File: src/hw/rtl/psxc_pkg.sv
// ----------------------------------------------------------------------------
// psxc_pkg
// Shared types, constants and helper functions of the packet swap-XOR cipher.
// ----------------------------------------------------------------------------
package psxc_pkg;

  // Packet geometry
  localparam int unsigned PacketBytes = 1024;
  localparam int unsigned AddrW       = $clog2(PacketBytes);
  localparam int unsigned CountW      = AddrW + 1;

  // Generator constants
  localparam logic [31:0] LcgMul = 32'h0003_43FD;
  localparam logic [31:0] LcgInc = 32'h0026_9EC3;

  // Generator draws and divisors
  localparam int unsigned DrawW    = 15;
  localparam int unsigned StackLen = 10;
  localparam int unsigned RuleCnt  = 21;
  localparam int unsigned RuleW    = 5;
  localparam int unsigned XorW     = 17;

  // Operation codes
  typedef enum logic [1:0] {
    OP_LOAD = 2'd0,
    OP_RUN  = 2'd1,
    OP_READ = 2'd2,
    OP_NOP  = 2'd3
  } op_e;

  // Input word
  typedef struct packed {
    logic [1:0]  opcode;
    logic [7:0]  data_byte;
    logic        encrypt_mode;
    logic [31:0] seed_word;
  } in_t;

  // Output word
  typedef struct packed {
    logic [7:0]  out_byte;
    logic        last_byte;
    logic [10:0] packet_length;
    logic [31:0] seed_out;
    logic [15:0] checksum_value;
    logic        error_flag;
  } out_t;

  // Datapath commands
  typedef enum logic [4:0] {
    C_NONE,
    C_CAPTURE,
    C_LOAD,
    C_RD_ISSUE,
    C_RD_OUT,
    C_RUN_INIT,
    C_ERR_OUT,
    C_RUN_OUT,
    C_SUM,
    C_CK_LO,
    C_CK_HI,
    C_STK,
    C_XW_DRAW,
    C_XW_A,
    C_XW_B,
    C_XW_C,
    C_OFF_DRAW,
    C_OFF_W,
    C_RULE_W,
    C_XP_RD,
    C_XP_WR,
    C_SW_RD0,
    C_SW_RD1,
    C_SW_RD2,
    C_SW_WR0,
    C_SW_WR1,
    C_CS_RD0,
    C_CS_RD1,
    C_CS_RD2
  } cmd_e;

  // Datapath status toward the controller
  typedef struct packed {
    op_e  op;
    logic enc;
    logic run_err;
    logic stk_end;
    logic pos_end;
    logic swap_end;
    logic scan_done;
    logic mod_busy;
    logic out_free;
  } status_t;

  // Encrypt-side rule translation
  function automatic logic [RuleW-1:0] rule_map(input logic [RuleW-1:0] r);
    logic [RuleW-1:0] m;
    case (r)
      5'd0:  m = 5'd0;
      5'd1:  m = 5'd5;
      5'd2:  m = 5'd2;
      5'd3:  m = 5'd9;
      5'd4:  m = 5'd11;
      5'd5:  m = 5'd1;
      5'd6:  m = 5'd18;
      5'd7:  m = 5'd7;
      5'd8:  m = 5'd14;
      5'd9:  m = 5'd3;
      5'd10: m = 5'd10;
      5'd11: m = 5'd4;
      5'd12: m = 5'd12;
      5'd13: m = 5'd13;
      5'd14: m = 5'd8;
      5'd15: m = 5'd15;
      5'd16: m = 5'd19;
      5'd17: m = 5'd20;
      5'd18: m = 5'd6;
      5'd19: m = 5'd16;
      5'd20: m = 5'd17;
      default: m = r;
    endcase
    return m;
  endfunction

  // Nibble swap of a byte pair; returns {new byte at position, new byte at partner}
  function automatic logic [15:0] swap_pair(input logic [RuleW-1:0] rule,
                                            input logic [7:0] a, input logic [7:0] c);
    logic [3:0] ah, al, ch, cl;
    logic [7:0] e, p;
    ah = a[7:4];
    al = a[3:0];
    ch = c[7:4];
    cl = c[3:0];
    case (rule)
      5'd0:  begin e = {ch, al}; p = {ah, cl}; end
      5'd1:  begin e = {ch, al}; p = {cl, ah}; end
      5'd2:  begin e = {cl, ch}; p = {al, ah}; end
      5'd3:  begin e = {cl, ah}; p = {ch, al}; end
      5'd4:  begin e = {cl, al}; p = {ah, ch}; end
      5'd5:  begin e = {ch, ah}; p = {al, cl}; end
      5'd6:  begin e = {cl, ah}; p = {al, ch}; end
      5'd7:  begin e = {ch, ah}; p = {cl, al}; end
      5'd8:  begin e = {cl, al}; p = {ch, ah}; end
      5'd9:  begin e = {ah, ch}; p = {cl, al}; end
      5'd10: begin e = {al, cl}; p = {ah, ch}; end
      5'd11: begin e = {al, ch}; p = {ah, cl}; end
      5'd12: begin e = {al, ah}; p = {cl, ch}; end
      5'd13: begin e = a;        p = c;        end
      5'd14: begin e = {ah, ch}; p = {al, cl}; end
      5'd15: begin e = {ah, cl}; p = {ch, al}; end
      5'd16: begin e = a;        p = {cl, ch}; end
      5'd17: begin e = {al, cl}; p = {ch, ah}; end
      5'd18: begin e = {al, ch}; p = {cl, ah}; end
      5'd19: begin e = {al, ah}; p = c;        end
      5'd20: begin e = {ah, cl}; p = {al, ch}; end
      default: begin e = c; p = a; end
    endcase
    return {e, p};
  endfunction

endpackage

File: src/hw/rtl/psxc_ctrl.sv
// ----------------------------------------------------------------------------
// psxc_ctrl
// Sequencer of the cipher: walks load, read and the phases of a run.
// ----------------------------------------------------------------------------
module psxc_ctrl (
  input  logic               clk_i,
  input  logic               rst_ni,
  input  logic               in_valid_i,
  output logic               in_ready_o,
  input  psxc_pkg::status_t  status_i,
  output psxc_pkg::cmd_e     cmd_o
);

  typedef enum logic [5:0] {
    ST_IDLE, ST_DISP, ST_RD_OUT, ST_ERR_OUT, ST_RUN_OUT,
    ST_SUM, ST_CK_LO, ST_CK_HI, ST_STK,
    ST_XW0, ST_XW0W, ST_XW1, ST_XW1W, ST_XW2, ST_XW3,
    ST_OF0, ST_OF0W, ST_OF1, ST_OF1W, ST_OF2,
    ST_XP0, ST_XP1,
    ST_SW0, ST_SW1, ST_SW2, ST_SW3, ST_SW4,
    ST_CS0, ST_CS1, ST_CS2
  } state_e;

  state_e state_q, state_d;

  // Next state and command
  always_comb begin
    state_d = state_q;
    cmd_o   = psxc_pkg::C_NONE;
    unique case (state_q)
      ST_IDLE: begin
        if (in_valid_i) begin
          cmd_o   = psxc_pkg::C_CAPTURE;
          state_d = ST_DISP;
        end
      end
      ST_DISP: begin
        unique case (status_i.op)
          psxc_pkg::OP_LOAD: begin
            cmd_o   = psxc_pkg::C_LOAD;
            state_d = ST_IDLE;
          end
          psxc_pkg::OP_READ: begin
            cmd_o   = psxc_pkg::C_RD_ISSUE;
            state_d = ST_RD_OUT;
          end
          psxc_pkg::OP_RUN: begin
            cmd_o = psxc_pkg::C_RUN_INIT;
            if (status_i.run_err) state_d = ST_ERR_OUT;
            else if (status_i.enc) state_d = ST_SUM;
            else state_d = ST_STK;
          end
          default: state_d = ST_IDLE;
        endcase
      end
      ST_RD_OUT: begin
        if (status_i.out_free) begin
          cmd_o   = psxc_pkg::C_RD_OUT;
          state_d = ST_IDLE;
        end
      end
      ST_ERR_OUT: begin
        if (status_i.out_free) begin
          cmd_o   = psxc_pkg::C_ERR_OUT;
          state_d = ST_IDLE;
        end
      end
      ST_RUN_OUT: begin
        if (status_i.out_free) begin
          cmd_o   = psxc_pkg::C_RUN_OUT;
          state_d = ST_IDLE;
        end
      end
      ST_SUM: begin
        if (status_i.scan_done) state_d = ST_CK_LO;
        else cmd_o = psxc_pkg::C_SUM;
      end
      ST_CK_LO: begin
        cmd_o   = psxc_pkg::C_CK_LO;
        state_d = ST_CK_HI;
      end
      ST_CK_HI: begin
        cmd_o   = psxc_pkg::C_CK_HI;
        state_d = ST_STK;
      end
      ST_STK: begin
        cmd_o = psxc_pkg::C_STK;
        if (status_i.stk_end) state_d = ST_XW0;
      end
      ST_XW0: begin
        cmd_o   = psxc_pkg::C_XW_DRAW;
        state_d = ST_XW0W;
      end
      ST_XW0W: begin
        if (!status_i.mod_busy) state_d = ST_XW1;
      end
      ST_XW1: begin
        cmd_o   = psxc_pkg::C_XW_A;
        state_d = ST_XW1W;
      end
      ST_XW1W: begin
        if (!status_i.mod_busy) state_d = ST_XW2;
      end
      ST_XW2: begin
        cmd_o   = psxc_pkg::C_XW_B;
        state_d = ST_XW3;
      end
      ST_XW3: begin
        cmd_o   = psxc_pkg::C_XW_C;
        state_d = status_i.pos_end ? ST_OF0 : ST_XW0;
      end
      ST_OF0: begin
        cmd_o   = psxc_pkg::C_OFF_DRAW;
        state_d = ST_OF0W;
      end
      ST_OF0W: begin
        if (!status_i.mod_busy) state_d = ST_OF1;
      end
      ST_OF1: begin
        cmd_o   = psxc_pkg::C_OFF_W;
        state_d = ST_OF1W;
      end
      ST_OF1W: begin
        if (!status_i.mod_busy) state_d = ST_OF2;
      end
      ST_OF2: begin
        cmd_o = psxc_pkg::C_RULE_W;
        if (!status_i.pos_end) state_d = ST_OF0;
        else if (status_i.enc) state_d = ST_XP0;
        else state_d = ST_SW0;
      end
      ST_XP0: begin
        cmd_o   = psxc_pkg::C_XP_RD;
        state_d = ST_XP1;
      end
      ST_XP1: begin
        cmd_o = psxc_pkg::C_XP_WR;
        if (!status_i.pos_end) state_d = ST_XP0;
        else if (status_i.enc) state_d = ST_SW0;
        else state_d = ST_CS0;
      end
      ST_SW0: begin
        cmd_o   = psxc_pkg::C_SW_RD0;
        state_d = ST_SW1;
      end
      ST_SW1: begin
        cmd_o   = psxc_pkg::C_SW_RD1;
        state_d = ST_SW2;
      end
      ST_SW2: begin
        cmd_o   = psxc_pkg::C_SW_RD2;
        state_d = ST_SW3;
      end
      ST_SW3: begin
        cmd_o   = psxc_pkg::C_SW_WR0;
        state_d = ST_SW4;
      end
      ST_SW4: begin
        cmd_o = psxc_pkg::C_SW_WR1;
        if (!status_i.swap_end) state_d = ST_SW0;
        else if (status_i.enc) state_d = ST_RUN_OUT;
        else state_d = ST_XP0;
      end
      ST_CS0: begin
        cmd_o   = psxc_pkg::C_CS_RD0;
        state_d = ST_CS1;
      end
      ST_CS1: begin
        cmd_o   = psxc_pkg::C_CS_RD1;
        state_d = ST_CS2;
      end
      ST_CS2: begin
        cmd_o   = psxc_pkg::C_CS_RD2;
        state_d = ST_RUN_OUT;
      end
      default: state_d = ST_IDLE;
    endcase
  end

  // Hold state
  always_ff @(posedge clk_i or negedge rst_ni) begin
    if (!rst_ni) begin
      state_q <= ST_IDLE;
    end else begin
      state_q <= state_d;
    end
  end

  assign in_ready_o = (state_q == ST_IDLE);

endmodule

File: config.mk
export PLATFORM = sky130hd
export DESIGN_NAME = psxc_ctrl
export DESIGN_NICKNAME = d
export VERILOG_FILES = /design/src/hw/rtl/psxc_pkg.sv /design/src/hw/rtl/psxc_ctrl.sv
export SDC_FILE = /design/constraint.sdc
export NUM_CORES = 1
export LEC_CHECK = 0
export ABC_AREA = 0
export BUFFER_PORTS_ARGS = -buffer_cell sky130_fd_sc_hd__buf_2
export CORE_UTILIZATION = 35
export DETAILED_ROUTE_END_ITERATION = 16
export GPL_ROUTABILITY_DRIVEN = 0
export GPL_TIMING_DRIVEN = 0
export PLACE_DENSITY = 0.56
export SLEW_MARGIN = 15
export SYNTH_ARGS = -nofsm -noshare
export SYNTH_HDL_FRONTEND = slang
export SYNTH_SLANG_ARGS = --single-unit
File: constraint.sdc
create_clock -name clk_i -period 3.6 [get_ports clk_i]
set_input_delay 0.36 -clock clk_i [delete_from_list [all_inputs] [get_ports clk_i]]
set_output_delay 0.36 -clock clk_i [all_outputs]
set_load 0.01 [all_outputs]
==> flow_summary.ini <==
[outcome]
status = finished, final reports clean

[setup_path]
crit_chain = clkbuf_1 -> clkbuf_1 -> a22oi_1 -> o21ai_0 -> a32oi_1 -> nand3_1 -> buf_2
worst_path_dominant_cell_family = buffers and inverters
setup.worst_path.start_class = flop
slowest_delay_ns = 0.46
rr_startpoint = state_q[0]
setup.worst_path.end_class = output pin
required_ns = 3.24
r2r_setup_slack_ns = 1.66
r2r-end = state_q[0]
cp.buffers_inverters = 3
kind_of_critical_path = flop to output pin
crit_path_max_delay_cell_type = sky130_fd_sc_hd__dfrtp_1
critPathMaxFanout = 10
rr_worst_depth = 5
cp_data_arrival_time_ns = 2.22
cpMostUsedCell = sky130_fd_sc_hd__clkbuf_1

[cts]
cts.sinks = 5
worst_setup_hold_path_clk_slew_ns = 0.04
clock_insertion_delay_worst_skew_ns = 0.24
cts-buffers-inserted = 3
cts_post_setup_buffers_inserted = 0
cts_max_path_buffers = 2
clock_tree.htree_level_count = 1
post_cts_hold_buffer_count = 1
tritoncts = built
cts.root.buffer_cell = sky130_fd_sc_hd__clkbuf_4
cts-resized-gates = 0

[layout]
most-common-layout-cells = sky130_fd_sc_hd__buf_2 (23), sky130_fd_sc_hd__nand2_1 (17), sky130_fd_sc_hd__nor2_1 (16)
area.growth.synth_to_final_pct = 16.8
drive_above_1_share = 0.189
finish.net_count = 187
largest_reg_by_ff_count = state_q
mostFrequentLayoutCell = sky130_fd_sc_hd__buf_2
top_regs = state_q (5)
finish.utilization = 0.447
largest_register_ffs = 5
post_layout_nonfiller_instances = 199
antenna-diode-count = 0
number_of_fill_cells = 284

[worst_hold_path]
holdCritPathClass = primary input to flop
timing.hold.worst_endpoint = state_q[3]
whs_path_depth = 2
min-delay-start = status_i[6]

[floorplan]
floorplan.initialDensity = 0.382
die-height_um = 54.7
boundaryPins = 19
core.rowCount = 18
coreArea_sq_um = 2540
die-area_sq_um = 3000
floorplan.die.width_um = 54.7

[pwr]
power_per_cell_area_nw_per_um2 = 831
leakage_dissipation_nw = 0.474
totalPowerFinal_uw = 945
worst_ir_drop_on_vdd_v = 0.000392

[yosys]
yosys-top-cells-area = sky130_fd_sc_hd__dfrtp_1 (13%), sky130_fd_sc_hd__a21oi_1 (7.2%), sky130_fd_sc_hd__nand2_1 (6.6%)
combined_area_of_all_synthesized_cells_sq_um = 973
post_synthesis_sequential_area_ratio = 0.129
postSynth.asyncResetShare = 1.00
yosys_most_used_dff = sky130_fd_sc_hd__dfrtp_1
syn_nets = 163
post_synth_inst_count = 146
synth-edff-count = 0
post-synth-top-area-fraction = 0.129
yosysUniqueCellTypes = 46
synth_largest_area_cell = sky130_fd_sc_hd__dfrtp_1
syn-mean-instance-area_sq_um = 6.67
synth_warn = 0
synth_seq_cells = 5

[global_route]
grt.overflow.total = 0
grt.total_usage = 0.239
first_global_vias = 1122
grt_max_degree = 11
grt_antenna_before_repair = 0
grt_pass1_wl_um = 5220

[detailed_routing]
dr.pass1.iters = 4
avgViaCountPerCell = 6.19
wl_per_cell_um = 15.9
vias = 1231
post-route-drc-count = 0
detailedRoute.firstIterationViolations = 44
wl_um = 3160
drt.antenna.violating_nets = 0

[placed_design]
dp.final_hpwl_um = 2360
dp_cells = 194
number_of_port_buffers = 18

[timing]
rsz0062_at_grt = false
final_min_period_over_clock_period = 0.717
slew_headroom = 0.598
layout_min_cycle_time_ns = 2.58
worst_case_clock_skew_ns = 0.00626
max_freq_mhz = 387
hold_ws_ns = 0.429
maxSlewViolCount = 0
worstMarginPinSlew_ns = 0.601
tns_ns = 0
final_hold_violating_endpoints = 0
final-setup-viol-count = 0

[flow_run]
timing.max_cap.violations = 0
-- Yosys cell counts, types with 2 or more instances --
cell type / count
sky130_fd_sc_hd__buf_2: 5
sky130_fd_sc_hd__nor4_1: 2
sky130_fd_sc_hd__a31oi_1: 3
sky130_fd_sc_hd__o31ai_1: 2
sky130_fd_sc_hd__inv_1: 7
sky130_fd_sc_hd__nor2_1: 16
sky130_fd_sc_hd__buf_1: 2
sky130_fd_sc_hd__a21oi_1: 14
sky130_fd_sc_hd__nand2b_1: 6
sky130_fd_sc_hd__o31a_1: 2
sky130_fd_sc_hd__mux2i_1: 2
sky130_fd_sc_hd__a32o_1: 2
sky130_fd_sc_hd__ha_1: 4
sky130_fd_sc_hd__o21ai_0: 11
sky130_fd_sc_hd__clkbuf_1: 4
sky130_fd_sc_hd__xor2_1: 2
sky130_fd_sc_hd__nor3_1: 4
sky130_fd_sc_hd__nor3b_1: 2
sky130_fd_sc_hd__or3_1: 3
sky130_fd_sc_hd__nand3_1: 3
sky130_fd_sc_hd__o32ai_1: 3
sky130_fd_sc_hd__o22ai_1: 3
sky130_fd_sc_hd__dfrtp_1: 5
sky130_fd_sc_hd__nand2_1: 17
-- worst register-to-register path, delay by kind of cell (launching register included) --
family / cells / cell delay (ns)
simple gates: 2 / 0.67
mux: 2 / 0.47
flops: 1 / 0.45
compound gates: 1 / 0.24
-- metal layers --
metal  wire length (um)  global-route usage
met1               1350               0.340
met2               1530               0.392
met3                264              0.0139
met4                 10              0.0470
met5                  0                   0
-- kinds of logic (layout without fill, tap and decap cells) --
group | count (synthesis) | after routing | share of synthesized area
DFF | 5 | 5 | 0.129
AOI/OAI and AO/OA | 52 | 52 | 0.359
buffers and inverters | 19 | 42 | 0.0874
xor gates and xnor gates | 3 | 3 | 0.0270
muxes | 3 | 3 | 0.0360
adders and majority gates | 4 | 4 | 0.0514
and+or+nand+nor | 60 | 60 | 0.311
-- layout make-up --
cell class	instances	area [sq um]	area share
multi-input combinational	122	763	0.671
sequential	5	125	0.110
timing repair buffer	19	100	0.0880
buffer	12	58.8	0.0517
tap	30	37.5	0.0330
clock buffer	4	26.3	0.0231
inverter	7	26.3	0.0231
-- worst max-delay path by stage --
stage	from	end	slack, ns	cells after the start
4_1_cts	state_q[0]	cmd_o[0]	1.07	7
6_report	state_q[0]	cmd_o[0]	1.02	7
5_1_grt	state_q[0]	cmd_o[0]	0.85	7
3_5_place_dp	state_q[0]	cmd_o[0]	1.32	7
2_1_floorplan	state_q[3]	cmd_o[3]	1.58	5
3_3_place_gp	state_q[0]	cmd_o[0]	1.32	7
-- stage by stage --
| stage | worst slack (ns) | area, sq um |
|---|---|---|
| 3_3_place_gp | 1.32 | 1100 |
| 5_1_grt | 0.853 | 1140 |
| 6_report | 1.02 | 1140 |
| 3_5_place_dp | 1.32 | 1100 |
| 4_1_cts | 1.07 | 1140 |
| 2_1_floorplan | 1.58 | 973 |
-- where the power goes --
part | total [mW] | internal, mW | switching [mW]
Combinational | 0.780 | 0.310 | 0.470
Clock | 0.0642 | 0.0419 | 0.0224
Sequential | 0.101 | 0.0793 | 0.0217
Note: power is estimated with default switching activity, not from simulation.
